$ cat config.mk
export PLATFORM = sky130hd
export DESIGN_NAME = dvrt_cell
export DESIGN_NICKNAME = d
export VERILOG_FILES = /design/src/sv/dvrt_pkg.sv /design/src/sv/dvrt_cell.sv
export SDC_FILE = /design/constraint.sdc
export NUM_CORES = 1
export LEC_CHECK = 0
export ABC_AREA = 1
export BUFFER_PORTS_ARGS = -buffer_cell sky130_fd_sc_hd__buf_2
export CAP_MARGIN = 15
export CELL_PAD_IN_SITES_DETAIL_PLACEMENT = 1
export CELL_PAD_IN_SITES_GLOBAL_PLACEMENT = 2
export CORE_ASPECT_RATIO = 1.2
export CORE_MARGIN = 2
export CORE_UTILIZATION = 32
export DETAILED_ROUTE_END_ITERATION = 8
export PLACE_DENSITY = 0.85
export SLEW_MARGIN = 10
export SYNTH_ARGS = -nofsm -noshare
export SYNTH_HDL_FRONTEND = slang
export SYNTH_SLANG_ARGS = --single-unit
$ cat constraint.sdc
create_clock -name clk -period 5.53 [get_ports clk]
set_clock_uncertainty 0.05 [all_clocks]
set_input_delay 0 -clock clk [delete_from_list [all_inputs] [get_ports clk]]
set_output_delay 0 -clock clk [all_outputs]
set_load 0.02 [all_outputs]
$ cat src/sv/dvrt_pkg.sv
// Shared types and constants for the distance-vector route table.
package dvrt_pkg;

    localparam logic [1:0] KIND_DIRECT = 2'd0;
    localparam logic [1:0] KIND_NONE   = 2'd1;
    localparam logic [1:0] KIND_VIA    = 2'd2;

    localparam logic [4:0] METRIC_INF  = 5'd16;
    localparam logic [4:0] METRIC_ONE  = 5'd1;

    typedef enum logic [1:0] {
        CMD_ADVERT      = 2'd0,
        CMD_REACHABLE   = 2'd1,
        CMD_UNREACHABLE = 2'd2,
        CMD_DUMP        = 2'd3
    } dvrt_cmd_t;

    // Token that walks the cell chain, one cell per cycle while the chain advances.
    typedef struct packed {
        logic       valid;
        logic       dump;
        logic [5:0] idx;
        logic [7:0] dest;
        logic [4:0] newm;
        logic [1:0] akind;
        logic [7:0] sender;
        logic       last;
        logic       found;
        logic       chg;
        logic       emit;
        logic [7:0] r_dest;
        logic [1:0] r_kind;
        logic [7:0] r_hop;
        logic [4:0] r_metric;
        logic       r_valid;
        logic [6:0] count;
    } dvrt_token_t;

endpackage

$ cat src/sv/dvrt_cell.sv
// One table entry with its stage of the token chain.
module dvrt_cell #(
    parameter int INDEX = 0
) (
    input  logic                 clk,
    input  logic                 rst_n,
    input  logic                 adv,
    input  dvrt_pkg::dvrt_token_t tok_in,
    output dvrt_pkg::dvrt_token_t tok_out
);

    localparam logic IS_FIRST = (INDEX == 0);

    logic       v_reg, v_next;
    logic [7:0] dest_reg, dest_next;
    logic [1:0] kind_reg, kind_next;
    logic [7:0] hop_reg, hop_next;
    logic [4:0] metric_reg, metric_next;
    dvrt_pkg::dvrt_token_t tok_reg, tok_next;

    always_comb
    begin
        tok_next    = tok_in;
        v_next      = v_reg;
        dest_next   = dest_reg;
        kind_next   = kind_reg;
        hop_next    = hop_reg;
        metric_next = metric_reg;
        if (tok_in.valid)
        begin
            if (tok_in.dump)
            begin
                if (tok_in.idx == 6'(INDEX))
                begin
                    tok_next.emit     = v_reg || IS_FIRST;
                    tok_next.r_valid  = v_reg;
                    tok_next.r_dest   = v_reg ? dest_reg : 8'd0;
                    tok_next.r_kind   = v_reg ? kind_reg : 2'd0;
                    tok_next.r_hop    = v_reg ? hop_reg : 8'd0;
                    tok_next.r_metric = v_reg ? metric_reg : 5'd0;
                    tok_next.last     = !v_reg;
                end
            end
            else if (!tok_in.found)
            begin
                if (!v_reg)
                begin
                    // append at first free entry
                    v_next         = 1'b1;
                    dest_next      = tok_in.dest;
                    kind_next      = tok_in.akind;
                    hop_next       = (tok_in.akind == dvrt_pkg::KIND_VIA) ? tok_in.sender
                                                                          : 8'd0;
                    metric_next    = tok_in.newm;
                    tok_next.found = 1'b1;
                    tok_next.chg   = 1'b1;
                end
                else if (dest_reg == tok_in.dest)
                begin
                    tok_next.found = 1'b1;
                    if (tok_in.akind == dvrt_pkg::KIND_VIA)
                    begin
                        if (kind_reg != dvrt_pkg::KIND_DIRECT)
                        begin
                            if (metric_reg > tok_in.newm)
                            begin
                                metric_next  = tok_in.newm;
                                kind_next    = dvrt_pkg::KIND_VIA;
                                hop_next     = tok_in.sender;
                                tok_next.chg = 1'b1;
                            end
                            else if (kind_reg == dvrt_pkg::KIND_VIA &&
                                     hop_reg == tok_in.sender &&
                                     metric_reg != tok_in.newm)
                            begin
                                metric_next  = tok_in.newm;
                                tok_next.chg = 1'b1;
                            end
                        end
                    end
                    else if (metric_reg != tok_in.newm)
                    begin
                        metric_next  = tok_in.newm;
                        tok_next.chg = 1'b1;
                    end
                end
                if (tok_next.found)
                begin
                    tok_next.r_valid  = 1'b1;
                    tok_next.r_dest   = dest_next;
                    tok_next.r_kind   = kind_next;
                    tok_next.r_hop    = hop_next;
                    tok_next.r_metric = metric_next;
                end
            end
            tok_next.count = tok_in.count + 7'(v_next);
        end
    end

    always_ff @(posedge clk or negedge rst_n)
    begin
        if (!rst_n)
        begin
            v_reg   <= 1'b0;
            tok_reg <= '0;
        end
        else if (adv)
        begin
            v_reg   <= v_next;
            tok_reg <= tok_next;
        end
    end

    always_ff @(posedge clk)
    begin
        if (adv)
        begin
            dest_reg   <= dest_next;
            kind_reg   <= kind_next;
            hop_reg    <= hop_next;
            metric_reg <= metric_next;
        end
    end

    assign tok_out = tok_reg;

endmodule

==> out/qor.log <==
qor: floorplanning.die_h 141.3 µm
qor: sta.grt_setup_unrepaired no
qor: global_routing.grt_antenna_before_repair 1
qor: sta.fin_setup_tns 0 ns
qor: global_routing.grt.met2_usage 40.07%
qor: route.routed_wl 17.96 mm
qor: setup_path.critical_path.max_stage_delay 0.80 ns
qor: finish.design.final.nets 921
qor: floorplanning.top_level_ports 135
qor: global_routing.grt-ovfl-total 0
qor: route.drt_iter0_drc 256
qor: sta.finalMaxSlewViolations 0
qor: yosys.synthesis.yosys.warnings 0
qor: placed_design.gpl.final_weighted_congestion 0.7974
qor: sta.fmaxAchievable 341.7 MHz
qor: sta.timing.final.crit_share 52.92%
qor: power_and_ir_drop.power_switching 512.6 µW
qor: floorplanning.floorplan.initialDensity 32.39%
qor: setup_path.path_type_of_the_worst_setup_path flip-flop to flip-flop
qor: route.first_pass_iters 4
qor: yosys.synth-seq-area-share 47.11%
qor: clock_tree.htreeDepth 3
qor: global_routing.grtUsageMet1 26.79%
qor: power_and_ir_drop.seqPwrFrac 44.7%
qor: route.route.antenna.remaining_nets 0
qor: yosys.synthesis.area_per_instance 7.556 µm²
qor: power_and_ir_drop.share_clk_of_total_power 35.6%
qor: finish.final_cell_mix 206 x sky130_fd_sc_hd__nand2_1, 133 x sky130_fd_sc_hd__buf_2, 72 x sky130_fd_sc_hd__inv_1, 67 x sky130_fd_sc_hd__dfrtp_1, 66 x sky130_fd_sc_hd__nor2_1
qor: global_routing.global_route_met3_utilization 5.024%
qor: floorplanning.floorplan.core_area 15,510 µm²
qor: route.dr_total_vias 5,305
qor: power_and_ir_drop.peak_ir_drop_on_the_vdd_network 0.0001268 V
qor: setup_path.cp_max_fo 40
qor: finish.largest_reg_flops 66
qor: finish.num_antenna_cells 0
qor: sta.min_period 2.927 ns
qor: clock_tree.clock-sinks 90
qor: power_and_ir_drop.switching_share 30.16%
qor: finish.final_common_cell sky130_fd_sc_hd__nand2_1
qor: hold_path.hold_path.class input port to flip-flop
qor: yosys.synth-edff-count 23
qor: clock_tree.worst_skew_pair.late_latency 0.36 ns
qor: clock_tree.ctsRootBufferMaster sky130_fd_sc_hd__clkbuf_16
qor: sta.slew-limit-headroom 32.26%
qor: setup_path.cp_slowest_cell sky130_fd_sc_hd__nor2_4
qor: finish.final_cells 1,058
qor: clock_tree.tritoncts yes
qor: power_and_ir_drop.power.density_cell_area 252.4 nW/µm²
qor: finish.areaGrowthSynthToFinish 34.04%
qor: power_and_ir_drop.design_power 1.700 mW
qor: setup_path.arrival 3.12 ns
qor: clock_tree.clk_pin_slew 0.07 ns
qor: route.drc 0
qor: global_routing.track_usage 22.36%
qor: floorplanning.num_rows 50
qor: global_routing.grt_max_degree 85
qor: yosys.ys_ff_latch 90
qor: clock_tree.post_cts_gate_resize_count 0
qor: clock_tree.cts_inserted_buffers 9
qor: setup_path.setup.worst_path.end_class flip-flop
qor: sta.worst-slew-pin-transition 1.014 ns
qor: global_routing.grt_most_used_layer met2
qor: finish.drive_gt1_share 19.06%
qor: global_routing.global_route_wire_length_before_repair 29.62 mm
qor: sta.final-setup-viol-count 0
qor: power_and_ir_drop.combinational_power_share 19.7%
qor: yosys.synth_nets 741
qor: placed_design.dp_hpwl 11.90 mm
qor: setup_path.r2r_cells 11
qor: route.wire_per_inst 16.98 µm
qor: job.cap_violations 0
qor: yosys.postSynth.asyncResetShare 74.44%
qor: power_and_ir_drop.cellLeakagePower 3.354 nW
qor: yosys.netlist_area 5025 µm²
qor: outcome.status complete, no violations
qor: floorplanning.die_width 118.4 µm
qor: setup_path.timing.critical_path.from_type flip-flop
qor: finish.fillers 1,961
qor: power_and_ir_drop.p_int 1.187 mW
qor: hold_path.timing.hold.worst_path_depth 4
qor: global_routing.grt_pass1_vias 5,817
qor: floorplanning.overall_die_area 16,730 µm²
qor: sta.finalHoldViolations 0
qor: route.routed_via_density 5.014
qor: setup_path.path_cells xor2_1 > nor2_1 > nand2_1 > nor2_2 > nor2_2 > nor2_4 > inv_1 > a21oi_1 > o21ai_0 > nand3_1 > nand3_1
qor: yosys.yosysUniqueCellTypes 37
qor: setup_path.worst_ep_required_time 5.72 ns
qor: clock_tree.clock_path_buffers 2
qor: yosys.synth_ff_type sky130_fd_sc_hd__dfrtp_1
qor: yosys.syn_inst 665
qor: placed_design.place_inst 982
qor: placed_design.io_buffer_count 134
-- timing repair --
item | in CTS | in global routing
hold buffers | 60 | 0
setup endpoints to repair | 0 | 0
endpoints found under the hold margin | 145 | 0
buffers inserted | 0 | 0
-- synth_stat cells (2+ instances only) --
library cell / n / share of area, %
sky130_fd_sc_hd__ha_1: 7 / 1.7
sky130_fd_sc_hd__inv_1: 73 / 5.5
sky130_fd_sc_hd__a31oi_1: 4 / 0.50
sky130_fd_sc_hd__nor2_2: 3 / 0.37
sky130_fd_sc_hd__nand2_1: 206 / 15
sky130_fd_sc_hd__a21oi_1: 23 / 2.3
sky130_fd_sc_hd__buf_6: 2 / 0.45
sky130_fd_sc_hd__nand3_1: 59 / 5.9
sky130_fd_sc_hd__o2111ai_1: 3 / 0.52
sky130_fd_sc_hd__o211ai_1: 15 / 2.2
sky130_fd_sc_hd__dfrtp_1: 67 / 33
sky130_fd_sc_hd__buf_1: 2 / 0.15
sky130_fd_sc_hd__nor3_1: 3 / 0.30
sky130_fd_sc_hd__o31ai_1: 2 / 0.30
sky130_fd_sc_hd__o21ai_1: 5 / 0.50
sky130_fd_sc_hd__nand4_1: 2 / 0.25
sky130_fd_sc_hd__a221o_1: 4 / 0.80
sky130_fd_sc_hd__clkbuf_1: 21 / 1.6
sky130_fd_sc_hd__a221oi_1: 2 / 0.35
sky130_fd_sc_hd__nor2_1: 67 / 5.0
sky130_fd_sc_hd__buf_4: 3 / 0.45
sky130_fd_sc_hd__xor2_1: 7 / 1.2
sky130_fd_sc_hd__xnor2_1: 5 / 0.87
sky130_fd_sc_hd__o21ai_0: 45 / 4.5
sky130_fd_sc_hd__edfxtp_1: 23 / 14
-- per-layer routing --
layer | share of wire, % | wire length (µm)
met5 | 0.061 | 11
met4 | 1.5 | 274
met3 | 4.8 | 855
met2 | 52 | 9312
met1 | 42 | 7507
-- worst paths after layout --
path / start / end / slack, ns
min reg2reg: tok_out[52] / tok_out[52] / 0.42
min: tok_in[64] / tok_out[21] / 0.01
min in group asynchronous: rst_n / tok_out[37] / 0.26
max: dest_reg[3] / tok_out[21] / 2.60
max in group asynchronous: rst_n / tok_out[29] / 4.55
max reg2reg: dest_reg[3] / tok_out[21] / 2.60
-- critical path, delay by kind of cell (launching register included) --
family,cells,cell delay [ns]
compound gates,2,0.29
xor+xnor,1,0.19
buf+inv,1,0.38
flops,1,0.43
simple gates,7,1.46
-- metrics by stage --
stage	area [µm²]	setup slack [ns]	utilization [%]	hold slack, ns
2_1_floorplan	5025	3.457	-	-0.3456
5_1_grt	6735	2.274	43.41	0.02852
4_1_cts	6735	2.572	43.41	0.008510
3_5_place_dp	5854	2.639	37.73	0.1496
6_report	6735	2.603	43.41	0.01439
3_3_place_gp	5854	2.682	37.73	0.1527
-- cell families after synthesis --
group | after synthesis | synth area share [%]
adder cells (fa/ha/maj) | 7 | 1.743
XOR/XNOR | 12 | 2.092
buffers and inverters | 103 | 8.242
AO/OA/AOI/OAI | 108 | 12.80
AND/OR/NAND/NOR | 345 | 28.01
flip-flops | 90 | 47.11
-- area by class of cell --
type / instances / area [µm²] / area share, %
Clock inverter: 5 / 26.28 / 0.3901
Clock buffer: 11 / 254.0 / 3.771
Timing Repair Buffer: 198 / 1304 / 19.36
Inverter: 74 / 277.8 / 4.124
Tap cell: 208 / 260.3 / 3.864
Multi-Input combinational cell: 472 / 2246 / 33.35
Sequential cell: 90 / 2367 / 35.15
-- power groups by stage --
| stage | clock [mW] | sequential, mW | combinational, mW |
|---|---|---|---|
| 2_1_floorplan | 0 | 0.831 | 0.105 |
| 3_3_place_gp | 0 | 0.771 | 0.295 |
| 5_1_grt | 0.650 | 0.766 | 0.370 |
| 6_report | 0.604 | 0.760 | 0.335 |
| 3_5_place_dp | 0 | 0.773 | 0.302 |
| 4_1_cts | 0.623 | 0.760 | 0.337 |
Power figures use the tool's default switching activity.
